==> src/sv/assert_macros.svh <==
// Concurrent assertion helpers, clocked on clk, disabled in reset.
`ifndef ASSERT_MACROS_SVH
`define ASSERT_MACROS_SVH

`ifndef ASSERT_OFF

`define ERT_ASSERT_ALWAYS(lbl, expr) \
  lbl: assert property (@(posedge clk) disable iff (!rst_n) (expr)) \
    else $error("ert assertion failed");

`define ERT_ASSERT_IMPLY(lbl, ante, cons) \
  lbl: assert property (@(posedge clk) disable iff (!rst_n) (ante) |-> (cons)) \
    else $error("ert assertion failed");

`define ERT_ASSERT_NEXT(lbl, ante, cons) \
  lbl: assert property (@(posedge clk) disable iff (!rst_n) (ante) |=> (cons)) \
    else $error("ert assertion failed");

`else

`define ERT_ASSERT_ALWAYS(lbl, expr)
`define ERT_ASSERT_IMPLY(lbl, ante, cons)
`define ERT_ASSERT_NEXT(lbl, ante, cons)

`endif

`endif

==> src/sv/ert_pkg.sv <==
package ert_pkg;

  localparam int Entries = 16;
  localparam int IdxW    = (Entries > 1) ? $clog2(Entries) : 1;
  localparam int CntW    = $clog2(Entries + 1);

  localparam logic MODE_INSERT = 1'b0;
  localparam logic MODE_LOOKUP = 1'b1;

  typedef enum logic [1:0] {
    ST_OK        = 2'd0,
    ST_ZERO_BASE = 2'd1,
    ST_FULL      = 2'd2
  } status_t;

  typedef struct packed {
    logic [63:0] base;
    logic [7:0]  last_bus;
    logic [7:0]  first_bus;
    logic [15:0] segment_number;
  } entry_t;

  typedef struct packed {
    logic       upd;
    entry_t     key;
    logic [7:0] query_bus;
  } bcast_t;

endpackage

==> src/sv/ert_cell.sv <==
module ert_cell (
  input  logic            clk,
  input  ert_pkg::bcast_t bc,
  input  logic            occ,
  input  logic            prev_ge,
  input  ert_pkg::entry_t prev_entry,
  output logic            ge,
  output logic            match,
  output ert_pkg::entry_t entry
);

  ert_pkg::entry_t entry_r;
  ert_pkg::entry_t entry_nxt;

  assign ge = !occ
           || (entry_r.segment_number > bc.key.segment_number)
           || ((entry_r.segment_number == bc.key.segment_number)
               && (entry_r.first_bus >= bc.key.first_bus));

  assign match = occ
              && (entry_r.segment_number == bc.key.segment_number)
              && (entry_r.first_bus <= bc.query_bus)
              && (bc.query_bus <= entry_r.last_bus);

  assign entry = entry_r;

  always_comb begin
    entry_nxt = entry_r;
    if (bc.upd && ge) begin
      entry_nxt = prev_ge ? prev_entry : bc.key;
    end
  end

  always_ff @(posedge clk) begin
    entry_r <= entry_nxt;
  end

endmodule

==> src/sv/ert_sel.sv <==
module ert_sel (
  input  logic [ert_pkg::Entries-1:0]    match,
  input  ert_pkg::entry_t                entries [ert_pkg::Entries],
  output logic                           hit,
  output logic [ert_pkg::IdxW-1:0]       idx,
  output ert_pkg::entry_t                entry
);

  logic [ert_pkg::Entries-1:0] first;

  assign first = match & (~match + ert_pkg::Entries'(1));
  assign hit   = |match;

  always_comb begin
    idx   = '0;
    entry = '0;
    for (int k = 0; k < ert_pkg::Entries; k++) begin
      if (first[k]) begin
        idx   = idx | ert_pkg::IdxW'(k);
        entry = entry | entries[k];
      end
    end
  end

endmodule

==> src/sv/ecam_region_table_core.sv <==
// Insert steps: accept, then compare and shift.
// Lookup steps: accept, compare in every cell, first-match select.
// One request is in flight at a time; the next is taken once the result sits
// in the output register, so requests never overlap.
// Reset empties the table (entry count to zero) and drops any pending result.
`include "assert_macros.svh"

module ecam_region_table_core (
  input  logic         clk,
  input  logic         rst_n,
  input  logic         in_tvalid,
  output logic         in_tready,
  // [15:0] segment_number, [23:16] first_bus, [31:24] last_bus,
  // [95:32] window_base, [103:96] query_bus
  input  logic [103:0] in_tdata,
  // [0] mode
  input  logic [0:0]   in_tuser,
  output logic         out_tvalid,
  input  logic         out_tready,
  // [1:0] status, [2] hit, [6:3] hit_index, [70:7] hit_base,
  // [78:71] hit_first_bus, [86:79] hit_last_bus, [87] zero
  output logic [87:0]  out_tdata
);

  typedef enum logic [1:0] {
    S_IDLE,
    S_EXEC,
    S_PICK
  } state_t;

  state_t                       state_r;
  logic [ert_pkg::CntW-1:0]     cnt_r;
  logic                         mode_r;
  ert_pkg::entry_t              key_r;
  logic [7:0]                   bus_r;
  logic [ert_pkg::Entries-1:0]  match_r;
  logic                         out_valid_r;
  ert_pkg::status_t             out_status_r;
  logic                         out_hit_r;
  logic [3:0]                   out_idx_r;
  ert_pkg::entry_t              out_entry_r;

  ert_pkg::bcast_t              bc;
  ert_pkg::status_t             ins_status;
  logic                         out_free;
  logic                         ins_fire;
  logic                         out_load;
  logic [ert_pkg::Entries-1:0]  occ;
  logic [ert_pkg::Entries-1:0]  ge;
  logic [ert_pkg::Entries-1:0]  match;
  ert_pkg::entry_t              ents [ert_pkg::Entries];
  logic                         sel_hit;
  logic [ert_pkg::IdxW-1:0]     sel_idx;
  logic [ert_pkg::IdxW+3:0]     sel_idx_ext;
  ert_pkg::entry_t              sel_entry;

  assign in_tready = (state_r == S_IDLE);
  assign out_free  = !out_valid_r || out_tready;

  always_comb begin
    if (key_r.base == 64'd0) begin
      ins_status = ert_pkg::ST_ZERO_BASE;
    end else if (cnt_r == ert_pkg::CntW'(ert_pkg::Entries)) begin
      ins_status = ert_pkg::ST_FULL;
    end else begin
      ins_status = ert_pkg::ST_OK;
    end
  end

  assign ins_fire     = (state_r == S_EXEC) && (mode_r == ert_pkg::MODE_INSERT) && out_free;
  assign out_load     = ins_fire || ((state_r == S_PICK) && out_free);

  assign bc.upd       = ins_fire && (ins_status == ert_pkg::ST_OK);
  assign bc.key       = key_r;
  assign bc.query_bus = bus_r;

  genvar k;
  generate
    for (k = 0; k < ert_pkg::Entries; k++) begin : g_cell
      assign occ[k] = (cnt_r > ert_pkg::CntW'(k));
      if (k == 0) begin : g_head
        ert_cell u_cell (
          .clk        (clk),
          .bc         (bc),
          .occ        (occ[k]),
          .prev_ge    (1'b0),
          .prev_entry (key_r),
          .ge         (ge[k]),
          .match      (match[k]),
          .entry      (ents[k])
        );
      end else begin : g_body
        ert_cell u_cell (
          .clk        (clk),
          .bc         (bc),
          .occ        (occ[k]),
          .prev_ge    (ge[k-1]),
          .prev_entry (ents[k-1]),
          .ge         (ge[k]),
          .match      (match[k]),
          .entry      (ents[k])
        );
      end
    end
  endgenerate

  ert_sel u_sel (
    .match   (match_r),
    .entries (ents),
    .hit     (sel_hit),
    .idx     (sel_idx),
    .entry   (sel_entry)
  );

  assign sel_idx_ext = {4'd0, sel_idx};

  always_ff @(posedge clk) begin
    if (!rst_n) begin
      state_r     <= S_IDLE;
      cnt_r       <= '0;
      out_valid_r <= 1'b0;
    end else begin
      if (out_load) begin
        out_valid_r <= 1'b1;
      end else if (out_tready) begin
        out_valid_r <= 1'b0;
      end
      case (state_r)
        S_IDLE: begin
          if (in_tvalid) begin
            mode_r                 <= in_tuser[0];
            key_r.segment_number   <= in_tdata[15:0];
            key_r.first_bus        <= in_tdata[23:16];
            key_r.last_bus         <= in_tdata[31:24];
            key_r.base             <= in_tdata[95:32];
            bus_r                  <= in_tdata[103:96];
            state_r                <= S_EXEC;
          end
        end
        S_EXEC: begin
          if (mode_r == ert_pkg::MODE_LOOKUP) begin
            match_r <= match;
            state_r <= S_PICK;
          end else if (out_free) begin
            out_status_r <= ins_status;
            out_hit_r    <= 1'b0;
            out_idx_r    <= 4'd0;
            out_entry_r  <= '0;
            if (ins_status == ert_pkg::ST_OK) begin
              cnt_r <= cnt_r + ert_pkg::CntW'(1);
            end
            state_r <= S_IDLE;
          end
        end
        S_PICK: begin
          if (out_free) begin
            out_status_r <= ert_pkg::ST_OK;
            out_hit_r    <= sel_hit;
            out_idx_r    <= sel_idx_ext[3:0];
            out_entry_r  <= sel_entry;
            state_r      <= S_IDLE;
          end
        end
        default: begin
          state_r <= S_IDLE;
        end
      endcase
    end
  end

  assign out_tvalid = out_valid_r;
  assign out_tdata  = {1'b0, out_entry_r.last_bus, out_entry_r.first_bus,
                       out_entry_r.base, out_idx_r, out_hit_r, out_status_r};

  `ERT_ASSERT_ALWAYS(a_cnt_range, cnt_r <= ert_pkg::CntW'(ert_pkg::Entries))
  `ERT_ASSERT_NEXT(a_ins_grow, bc.upd, cnt_r == ert_pkg::CntW'($past(cnt_r) + 1'b1))
  `ERT_ASSERT_NEXT(a_refuse_hold, ins_fire && (ins_status != ert_pkg::ST_OK), $stable(cnt_r))
  `ERT_ASSERT_IMPLY(a_hit_ok, out_valid_r && out_hit_r, out_status_r == ert_pkg::ST_OK)
  `ERT_ASSERT_IMPLY(a_busy_stall, state_r != S_IDLE, !in_tready)

endmodule
==> config.mk <==
export PLATFORM = sky130hd
export DESIGN_NAME = ecam_region_table_core
export DESIGN_NICKNAME = d
export VERILOG_FILES = /design/src/sv/ert_pkg.sv /design/src/sv/ert_cell.sv /design/src/sv/ert_sel.sv /design/src/sv/ecam_region_table_core.sv
export VERILOG_INCLUDE_DIRS = /design/src /design/src/sv
export SDC_FILE = /design/constraint.sdc
export NUM_CORES = 2
export LEC_CHECK = 0
export BUFFER_PORTS_ARGS = -buffer_cell sky130_fd_sc_hd__buf_4
export CAP_MARGIN = 10
export CORE_UTILIZATION = 45
export DETAILED_ROUTE_END_ITERATION = 8
export PLACE_DENSITY = 0.64
export SLEW_MARGIN = 15
export SYNTH_ARGS = -nofsm -noshare
export SYNTH_HDL_FRONTEND = slang
export SYNTH_HIERARCHICAL = 1
export SYNTH_SLANG_ARGS = --single-unit
==> constraint.sdc <==
create_clock -name clk -period 9.2 [get_ports clk]
set_clock_uncertainty 0.05 [all_clocks]
set_input_delay 0.46 -clock clk [delete_from_list [all_inputs] [get_ports clk]]
set_output_delay 0.46 -clock clk [all_outputs]
set_load 0.05 [all_outputs]
==> results.cfg <==
[floorplan]
fp.dieW_um = 471
start_util_pct = 45.4
placeableCoreArea_um2 = 218000
die_y_um = 471
core.rowCount = 171
io-pin-count = 199
die_area_um2 = 222000

[power_and_ir_drop]
leakagePower_nw = 41.8
pwr_density_cell_nw_per_um2 = 164
fin_total_pwr_mw = 18.2
ir_worst_vdd_v = 0.000162

[layout]
layout-drive-gt1-share_pct = 21.8
n_fill_cell = 18763
syn2layout_area_growth_pct = 11.8
final_cells = 11444
design_area_um2 = 111000
nets = 9185

[worst_setup_path]
reg2reg_slack_ps = 3470
critical_path.startpoint_type = flip-flop
arrival_ps = 6210
required_ps = 9680
critical_path_class = reg -> reg
endpoint_kind = flip-flop
crit_fanout = 39

[timing]
min_period_ps = 5730
slew_headroom_pct = 3.11
slew_viol_final = 0
fmax_mhz = 175
rsz0062_at_grt = false
final.setup.tns_ps = 0
final.setup.worst_slack_ps = 3470
setup_violations = 0
hold_viol = 0
tightest_slew_ps = 1440
period_share_pct = 62.3

[clock_network]
cts_root_buffer = clkbuf_16
cts_tree = done
post_cts_resize_count = 0
clock_latency_ps = 880
cts.sinks = 1752
clk_path_buf_depth = 3
cts_buffers = 191
clk_pin_slew_ps = 60
htreeDepth = 4

[grt]
grt_max_degree = 149
grt_overflow = 0
grt_usage_pct = 29.9
grt_pass1_wl_mm = 489
grt_pass1_vias = 71337
antenna_found_initial = 28

[outcome]
outcome = completed

[placed_design]
portBuffers = 197
dp_slack_ps = 3780
dp_hpwl_mm = 207
placed_cell_area_um2 = 103000
gp_congestion = 0.959
dpl.cell_count = 10984

[route]
drc_errors = 0
first_iter_violations = 9450
wl_per_cell_um = 29.8
post_drt_via_cell_ratio = 6.40
route.vias.total = 73229
ant_nets = 0
routed_wl_mm = 341
dr.pass1.iters = 9

[job]
cap_viol_max_count = 0

[hold_path]
hold_path.class = in -> reg

[synthesis]
syn-cell-area_um2 = 98900
synth_cells = 8304
synth_warnings = 6
avgSynthCellArea_um2 = 11.9
-- final timing paths --
kind,end,start,cells after the start
hold / removal,mode_r,in_tvalid,3
setup / recovery,g_cell[0].g_head.u_cell/entry[68],bc[51],8
hold reg to reg,cnt_r[4],cnt_r[4],2
setup reg to reg,g_cell[0].g_head.u_cell/entry[68],bc[51],8
-- layer usage --
| metal | GRT usage [%] | routed length [µm] |
|---|---|---|
| met4 | 10.9 | 13600 |
| met3 | 6.09 | 37700 |
| met5 | 0 | 80 |
| met1 | 41.1 | 139000 |
| met2 | 46.5 | 151000 |
-- critical path, stage by stage (launching register included) --
cell and delay [ps]:
edfxtp_1 670, nor4_2 870, nand4_1 710, nor4_4 1120, nor2_2 60, buf_4 310, and3_4 430, buf_4 520
buf_4 440
-- registers in the layout, indices dropped and copies added, names as in the netlist, 2 cells and up --
register,cells
g_cell.g_body.u_cell/entry,1440
cnt_r,5
g_cell.g_head.u_cell/entry,96
out_idx_r,4
bc,96
match_r,16
bus_r,8
out_status_r,2
out_tdata,80
state_r,2
-- metrics by stage --
stage / hold slack [ps] / utilization (%)
finish: 93.1 / 50.8
global route: 97.4 / 50.8
CTS: 77.9 / 50.8
detailed placement: 477 / 47.4
global placement: 453 / 47.4
floorplan: 428 / -
-- report_power, final --
group | leakage [nW] | internal, mW | total (mW) | switching, mW
Combinational | 22.8 | 0.442 | 1.23 | 0.786
Sequential | 16.0 | 8.98 | 9.16 | 0.175
Clock | 2.98 | 4.35 | 7.78 | 3.43
-- final cells by class --
class / instances / area (µm²) / area share [%]
sequential: 1752 / 52500 / 47.5
tap: 2854 / 3570 / 3.23
multi-input combinational: 5274 / 41700 / 37.7
clock inverter: 107 / 1130 / 1.02
clock buffer: 239 / 5010 / 4.53
inverter: 759 / 2850 / 2.58
timing repair buffer: 453 / 3720 / 3.37
antenna: 6 / 15.0 / 0.0136
-- repair_timing --
item,in CTS,in global routing
buffers inserted,0,0
hold endpoints to repair,113,0
hold buffers,108,0
-- cell usage in the layout (no fill, tap or decap), types with 25 or more instances in the layout --
master and count:
a211oi_1 100, a21oi_1 386, a221oi_1 175, a222oi_1 80, a31oi_1 96, and2_1 87
buf_4 341, clkbuf_1 44, clkbuf_16 192, clkinv_1 40, clkinv_2 25, dlygate4sd3_1 108
edfxtp_1 1744, ha_1 645, inv_1 757, mux2_2 1184, nand2_1 831, nand3_1 42
nand3b_1 322, nand4_1 103, nor2_1 77, nor2b_1 114, o211ai_1 94, o21a_1 97
o21ai_0 494, o31ai_1 111
Power figures use the tool's default switching activity.
